--- config.mk ---
export PLATFORM = sky130hd
export DESIGN_NAME = plst_cell
export DESIGN_NICKNAME = d
export VERILOG_FILES = /design/src/plst_pkg.sv /design/src/plst_cell.sv
export SDC_FILE = /design/constraint.sdc
export NUM_CORES = 1
export LEC_CHECK = 0
export ABC_AREA = 1
export BUFFER_PORTS_ARGS = -buffer_cell sky130_fd_sc_hd__buf_2
export CAP_MARGIN = 30
export CORE_UTILIZATION = 47
export CTS_BUF_LIST = sky130_fd_sc_hd__clkbuf_8
export DETAILED_ROUTE_END_ITERATION = 10
export PLACE_DENSITY = 0.87
export SLEW_MARGIN = 20
export SYNTH_ARGS = -nofsm -noshare
export SYNTH_HDL_FRONTEND = slang
export SYNTH_SLANG_ARGS = --single-unit
--- constraint.sdc ---
create_clock -name clk -period 4.7 [get_ports clk]
set_clock_uncertainty 0.2 [all_clocks]
set_input_delay 0.47 -clock clk [delete_from_list [all_inputs] [get_ports clk]]
set_output_delay 0.47 -clock clk [all_outputs]
set_load 0.05 [all_outputs]
--- src/plst_pkg.sv ---
// ----------------------------------------------------------------------------
// plst_pkg
// Shared sizes, request and status codes and the cell control word for the
// positional list store.
// ----------------------------------------------------------------------------
package plst_pkg;

  // list geometry
  localparam int DEPTH  = 128;
  localparam int WORD_W = 32;
  localparam int IDX_W  = (DEPTH > 1) ? $clog2(DEPTH) : 1;
  localparam int CNT_W  = $clog2(DEPTH + 1);
  localparam int POS_W  = 8;
  // compare width wide enough for both position and count plus one
  localparam int CMP_W  = ((CNT_W > POS_W) ? CNT_W : POS_W) + 1;

  // request kinds
  localparam logic [1:0] KIND_INSERT = 2'd0;
  localparam logic [1:0] KIND_DELETE = 2'd1;
  localparam logic [1:0] KIND_GET    = 2'd2;
  localparam logic [1:0] KIND_CLEAR  = 2'd3;

  // result status codes
  localparam logic [1:0] STAT_OK     = 2'd0;
  localparam logic [1:0] STAT_BADPOS = 2'd1;
  localparam logic [1:0] STAT_FULL   = 2'd2;

  // control word broadcast to every cell
  typedef struct packed {
    logic              upd_ins;
    logic              upd_del;
    logic [IDX_W-1:0]  sel;
    logic [WORD_W-1:0] value;
  } cell_ctrl_t;

endpackage

--- src/plst_cell.sv ---
// ----------------------------------------------------------------------------
// plst_cell
// One list slot: holds a word, shifts up or down with its neighbours on
// insert and delete, and passes the read word along the read chain.
// ----------------------------------------------------------------------------
module plst_cell
  import plst_pkg::*;
(
  input  logic              clk,
  input  logic [IDX_W-1:0]  cell_idx,
  input  cell_ctrl_t        ctrl,
  input  logic [WORD_W-1:0] left_word,
  input  logic [WORD_W-1:0] right_word,
  input  logic [WORD_W-1:0] rd_in,
  output logic [WORD_W-1:0] word,
  output logic [WORD_W-1:0] rd_out
);

  logic [WORD_W-1:0] word_r;
  logic [WORD_W-1:0] word_nxt;
  logic [WORD_W-1:0] rd_r;
  logic [WORD_W-1:0] rd_nxt;
  logic              hit;
  logic              above;

  assign hit   = (cell_idx == ctrl.sel);
  assign above = (cell_idx > ctrl.sel);

  // slot update on insert and delete
  always_comb begin
    word_nxt = word_r;
    if (ctrl.upd_ins) begin
      if (above) begin
        word_nxt = left_word;
      end else if (hit) begin
        word_nxt = ctrl.value;
      end
    end else if (ctrl.upd_del) begin
      if (hit || above) begin
        word_nxt = right_word;
      end
    end
  end

  // read chain: the selected slot injects its word, others pass it down
  assign rd_nxt = hit ? word_r : rd_in;

  always_ff @(posedge clk) begin
    word_r <= word_nxt;
    rd_r   <= rd_nxt;
  end

  assign word   = word_r;
  assign rd_out = rd_r;

endmodule

* Yosys cells after proc, flatten, opt, wreduce, memory -nomap -nowiden
Index checks and enable logic that the tools add are counted.
** Cells by class
- $lt $le $gt $ge :: 1
- Reductions and logical operators :: 4
- Mux-type cells :: 6
- Equality and inequality tests :: 2
** Operator list (number)
- $mux W32 :: 6
- $eq A7 B7 Y1 :: 1
- $gt A7 B7 Y1 :: 1
- $reduce_bool A2 Y1 :: 2
- $ne A3 B1 Y1 const B :: 1
- $reduce_and A3 Y1 :: 1
- $logic_or A1 B1 Y1 :: 1
** Word-level totals
- Word-level logic and storage cells :: 15
- Input port bits :: 145
- Flip-flop bits (word level) :: 64

* Longest topological paths before layout
- Depth after elaboration :: 5
- Mapped depth :: 12

* Worst setup path before layout
OpenSTA, ideal clock, no wires.
- Kind :: input to register
- Start point :: in ctrl[38] (netlist name)
- End point :: reg word_r[0], in the netlist word[0], enable pin
- Arrival :: 2020 ps
- Stages on the path :: 9
- Buffers on the path :: 1
- Slack :: 2094 ps
- Cell sequence :: inv_1 > ha_1 > nand2_1 > nor2_2 > nand2_1 > nand2_4 > buf_4 > o22ai_1 > inv_1
** Between the ends
- Cells in the longest elaborated chain, start to end :: 4
- Elaborated cells between the ends (all ways) :: 6
- Classes of those cells :: order compare: 1; eq/ne: 2; reduce/logical: 3
** Ends and longest elaborated chain
- from (decl) :: line plst_cell.sv:11 : input cell_ctrl_t ctrl,
- $gt A7 B7 Y1 or $eq A7 B7 Y1 (tied branches) :: line plst_cell.sv:27, plst_cell.sv:26
- $logic_or A1 B1 Y1 :: line plst_cell.sv:39 : if (hit || above) begin
- $reduce_bool A2 Y1 (no line)
- $reduce_and A3 Y1 (no line) *
- to (signal assigned) :: line plst_cell.sv:49 : word_r <= word_nxt;
- to (decl) :: line plst_cell.sv:19 : logic [WORD_W-1:0] word_r;
Every way passes the cells marked *; elsewhere a longest branch is shown, timed or not.
A chain may end at the register's enable or synchronous reset.

* Final worst setup path
- Start point :: in cell_idx[2]
- End point :: reg word_r[8], in the netlist word[8], data pin
** Between the ends
- Cells in the longest elaborated chain, start to end :: 3
** Ends and longest elaborated chain
- from (decl) :: line plst_cell.sv:10 : input logic [IDX_W-1:0] cell_idx,
- $gt A7 B7 Y1 :: line plst_cell.sv:27 : assign above = (cell_idx > ctrl.sel);
- $mux W32 :: line plst_cell.sv:33 : if (above) begin
- $mux W32 :: line plst_cell.sv:32 : if (ctrl.upd_ins) begin
- via word_nxt[8] :: line plst_cell.sv:20 : logic [WORD_W-1:0] word_nxt;
The timed path passes the listed nets, and every way through them passes these cells.

==> impl_results.html <==
<table>
<tr><th>Metric</th><th>Value</th></tr>
<tr><th colspan="2">Setup path</th></tr>
<tr><td>Cell-by-cell listing of the critical path</td><td>buf_2 -&gt; ha_1 -&gt; and3_1 -&gt; nand2_2 -&gt; buf_4 -&gt; nand3_1 -&gt; nand3_1 -&gt; nand2_1</td></tr>
<tr><td>Data arrival time of the worst path</td><td>2.27 ns</td></tr>
<tr><td>Maximum net fanout on the critical path</td><td>46</td></tr>
<tr><td>WP buf/inv</td><td>2</td></tr>
<tr><td>CP endpoint kind</td><td>flip-flop</td></tr>
<tr><td>Crit-path max cell delay</td><td>0.50 ns</td></tr>
<tr><td>Worst path required time</td><td>4.58 ns</td></tr>
<tr><td>Startpoint type of the worst setup path</td><td>primary input</td></tr>
<tr><td>Largest delay contributor family on the critical path</td><td>simple AND/OR/NAND/NOR gates</td></tr>
<tr><td>Most Frequent Cell on Critical Path</td><td>sky130_fd_sc_hd__nand3_1</td></tr>
<tr><td>Class of the most critical setup path</td><td>primary input to flip-flop</td></tr>
<tr><td>Master of the slowest instance on the critical path</td><td>sky130_fd_sc_hd__buf_4</td></tr>
<tr><th colspan="2">Global routing</th></tr>
<tr><td>Total routing usage reported by global routing</td><td>26.3%</td></tr>
<tr><td>Overall overflow remaining after global route</td><td>0</td></tr>
<tr><td>Pin count of the biggest net entering global routing</td><td>47</td></tr>
<tr><td>Fraction of met3 tracks used by global routing</td><td>4.81%</td></tr>
<tr><td>Met1 Resource Use GR</td><td>29.9%</td></tr>
<tr><td>Most used routing layer in global routing</td><td>met2</td></tr>
<tr><td>GR Layer Usage met2</td><td>46.8%</td></tr>
<tr><td>Antenna violations before repair</td><td>0</td></tr>
<tr><td>Wire length of the first global-routing pass</td><td>14900 um</td></tr>
<tr><td>Number of global-route vias before repair</td><td>3431</td></tr>
<tr><th colspan="2">Final layout</th></tr>
<tr><td>Count of nets after finishing</td><td>797</td></tr>
<tr><td>Layout Area Growth over Synthesis</td><td>36.1%</td></tr>
<tr><td>Most common library cell in the layout ignoring fill and taps</td><td>sky130_fd_sc_hd__buf_2</td></tr>
<tr><td>Most frequent cells in the layout</td><td>sky130_fd_sc_hd__buf_2, sky130_fd_sc_hd__nand2_1, sky130_fd_sc_hd__inv_1, sky130_fd_sc_hd__nand3_1</td></tr>
<tr><td>Final core area utilization</td><td>66.0%</td></tr>
<tr><td>Fraction of final layout cells with drive strength greater than 1</td><td>35.1%</td></tr>
<tr><td>Antenna fix cells</td><td>0</td></tr>
<tr><th colspan="2">Detailed routing</th></tr>
<tr><td>Number of design rule violations left after detail routing</td><td>0</td></tr>
<tr><td>Routed length per placed instance</td><td>13.2 um</td></tr>
<tr><td>Drt first pass iters</td><td>7</td></tr>
<tr><td>Drt total wl</td><td>9620 um</td></tr>
<tr><td>Routed via count</td><td>3508</td></tr>
<tr><td>Number of nets still failing antenna checks after routing</td><td>0</td></tr>
<tr><td>Via/cell ratio</td><td>4.81</td></tr>
<tr><td>Number of violations reported at the end of detailed-routing iteration 0</td><td>167</td></tr>
<tr><th colspan="2">Job</th></tr>
<tr><td>Max_cap viols</td><td>0</td></tr>
<tr><th colspan="2">STA</th></tr>
<tr><td>Rel. slew slack</td><td>55.7%</td></tr>
<tr><td>RSZ-0062 raised after global routing</td><td>false</td></tr>
<tr><td>Final critical-path share of the clock period</td><td>50.8%</td></tr>
<tr><td>Hold Vio Cnt, Final</td><td>0</td></tr>
<tr><td>Transition time of the tightest slew-check pin</td><td>0.664 ns</td></tr>
<tr><td>Final min period</td><td>2.39 ns</td></tr>
<tr><td>Final Max Tran Viols</td><td>0</td></tr>
<tr><td>Maximum clock frequency</td><td>419 MHz</td></tr>
<tr><td>Setup Total Neg Slack</td><td>0 ns</td></tr>
<tr><td>Final setup fails</td><td>0</td></tr>
<tr><th colspan="2">Yosys</th></tr>
<tr><td>Number of unique standard cell types used by synthesis</td><td>18</td></tr>
<tr><td>Synthesized instance count</td><td>445</td></tr>
<tr><td>Synthesized net count</td><td>597</td></tr>
<tr><td>Part of the Yosys area used for sequential elements</td><td>48.9%</td></tr>
<tr><td>Yosys warnings</td><td>0</td></tr>
<tr><td>Post-synthesis instance area</td><td>3280 um2</td></tr>
<tr><td>Number of flip-flops and latches in the synthesized netlist</td><td>64</td></tr>
<tr><td>Syn Area/Cell</td><td>7.36 um2</td></tr>
<tr><th colspan="2">Floorplanning</th></tr>
<tr><td>Placeable Area</td><td>6760 um2</td></tr>
<tr><td>Rows</td><td>30</td></tr>
<tr><td>Starting density of the core</td><td>48.5%</td></tr>
<tr><td>Die Area</td><td>7310 um2</td></tr>
<tr><td>Die X</td><td>85.5 um</td></tr>
<tr><td>Y dimension of the die</td><td>85.5 um</td></tr>
<tr><td>Number of I/O pins</td><td>209</td></tr>
<tr><th colspan="2">Run status</th></tr>
<tr><td>Status</td><td>complete, no violations</td></tr>
<tr><th colspan="2">Clock network</th></tr>
<tr><td># resized after CTS</td><td>0</td></tr>
<tr><td>Number of buffers inserted for hold repair after clock tree synthesis</td><td>0</td></tr>
<tr><td>Deepest level of the CTS H-tree</td><td>3</td></tr>
<tr><td>Clk slew on worst S/H paths</td><td>0.07 ns</td></tr>
<tr><td>CTS sink count</td><td>64</td></tr>
<tr><td>TritonCTS clock tree</td><td>done</td></tr>
<tr><td>Maximum buffer depth of the clock tree</td><td>2</td></tr>
<tr><td>Clk root buf</td><td>sky130_fd_sc_hd__clkbuf_8</td></tr>
<tr><td>Num CTS Buffers</td><td>9</td></tr>
<tr><td>Clock insertion delay at the later pin of the skew report</td><td>0.33 ns</td></tr>
<tr><td>Post-CTS Setup Inserts</td><td>0</td></tr>
<tr><th colspan="2">Pwr</th></tr>
<tr><td>Leakage power</td><td>2.71 nW</td></tr>
<tr><td>Power Density</td><td>355 nW/um2</td></tr>
<tr><td>Worst vdd ir</td><td>0.000132 V</td></tr>
<tr><th colspan="2">Place</th></tr>
<tr><td>Number of buffers inserted by port buffering</td><td>208</td></tr>
<tr><td>Weighted congestion at the end of routability-driven global placement</td><td>0.846</td></tr>
<tr><td>HPWL after DPL</td><td>7080 um</td></tr>
<tr><th colspan="2">Min path</th></tr>
<tr><td>Type of the most critical hold path</td><td>primary input to flip-flop</td></tr>
</table>
cells by family after synthesis:
| family | Yosys count | synth area share, % |
|---|---|---|
| flops | 64 | 48.9 |
| compound gates | 3 | 0.611 |
| buf+inv | 101 | 13.7 |
| fa+ha+maj | 7 | 2.67 |
| simple gates | 270 | 34.1 |
where the power goes:
part,switching (mW),total [mW],internal [mW],leakage [nW]
clock network,0.195,0.391,0.196,0.102
registers,0.0288,0.691,0.663,0.571
logic,0.368,0.500,0.131,2.03
state kept, by name (all words and copies together) (netlist names):
signal	cells
word	32
rd_out	32
synth_stat cells:
| master | number | area (um2) |
|---|---|---|
| sky130_fd_sc_hd__edfxtp_1 | 32 | 961 |
| sky130_fd_sc_hd__nor2_2 | 1 | 6.26 |
| sky130_fd_sc_hd__o22ai_1 | 1 | 6.26 |
| sky130_fd_sc_hd__inv_1 | 78 | 293 |
| sky130_fd_sc_hd__and3_1 | 1 | 6.26 |
| sky130_fd_sc_hd__nand2_1 | 200 | 751 |
| sky130_fd_sc_hd__nand2_4 | 2 | 22.5 |
| sky130_fd_sc_hd__buf_4 | 3 | 22.5 |
| sky130_fd_sc_hd__buf_2 | 6 | 30.0 |
| sky130_fd_sc_hd__buf_1 | 2 | 7.51 |
| sky130_fd_sc_hd__buf_6 | 7 | 78.8 |
| sky130_fd_sc_hd__a21oi_2 | 1 | 8.76 |
| sky130_fd_sc_hd__clkbuf_1 | 5 | 18.8 |
| sky130_fd_sc_hd__nand3_1 | 65 | 325 |
| sky130_fd_sc_hd__nand2_2 | 1 | 6.26 |
| sky130_fd_sc_hd__a21oi_1 | 1 | 5.00 |
| sky130_fd_sc_hd__ha_1 | 7 | 87.6 |
| sky130_fd_sc_hd__dfxtp_1 | 32 | 641 |
layer usage:
layer	routed length (um)	vias up
met2	4950	188
met5	0	-
met4	303	0
met3	751	26
li1	-	1749
met1	3620	1545
cell type report:
cell class              count  area [um2]
clock buffers              10         138
clock inverters             6        23.8
fillers                   581        2300
inverters                  78         293
multi-input cells         280        1220
flip-flops and latches     64        1600
well taps                  80         100
repair buffers            212        1080
worst reg2reg max path: stages (launching register included):
cell                       delay (ns)
sky130_fd_sc_hd__edfxtp_1        0.38
sky130_fd_sc_hd__nand2_1         0.08
sky130_fd_sc_hd__nand2_1         0.08
final timing paths:
kind	startpoint	endpoint	slack [ns]	depth (start not counted)
setup / recovery	cell_idx[2]	word[8]	2.31	8
hold reg to reg	word[28]	rd_out[28]	0.26	2
setup reg to reg	word[20]	rd_out[20]	3.83	2
hold / removal	rd_in[22]	rd_out[22]	0.13	3
through the flow:
| stage | hold slack, ns | instance area, um2 | power, mW | cells | worst slack [ns] |
|---|---|---|---|---|---|
| after floorplan | 0.380 | 3280 | 1.05 | 445 | 2.09 |
| after global placement | 0.239 | 4280 | 1.19 | 713 | 2.03 |
| after detailed placement | 0.249 | 4280 | 1.20 | 713 | 1.98 |
| after CTS | 0.113 | 4440 | 1.59 | 729 | 2.33 |
| after global routing | 0.116 | 4460 | 1.65 | 730 | 2.20 |
| final | 0.133 | 4460 | 1.58 | 730 | 2.31 |
No activity file was read; power rests on OpenSTA's default activity.
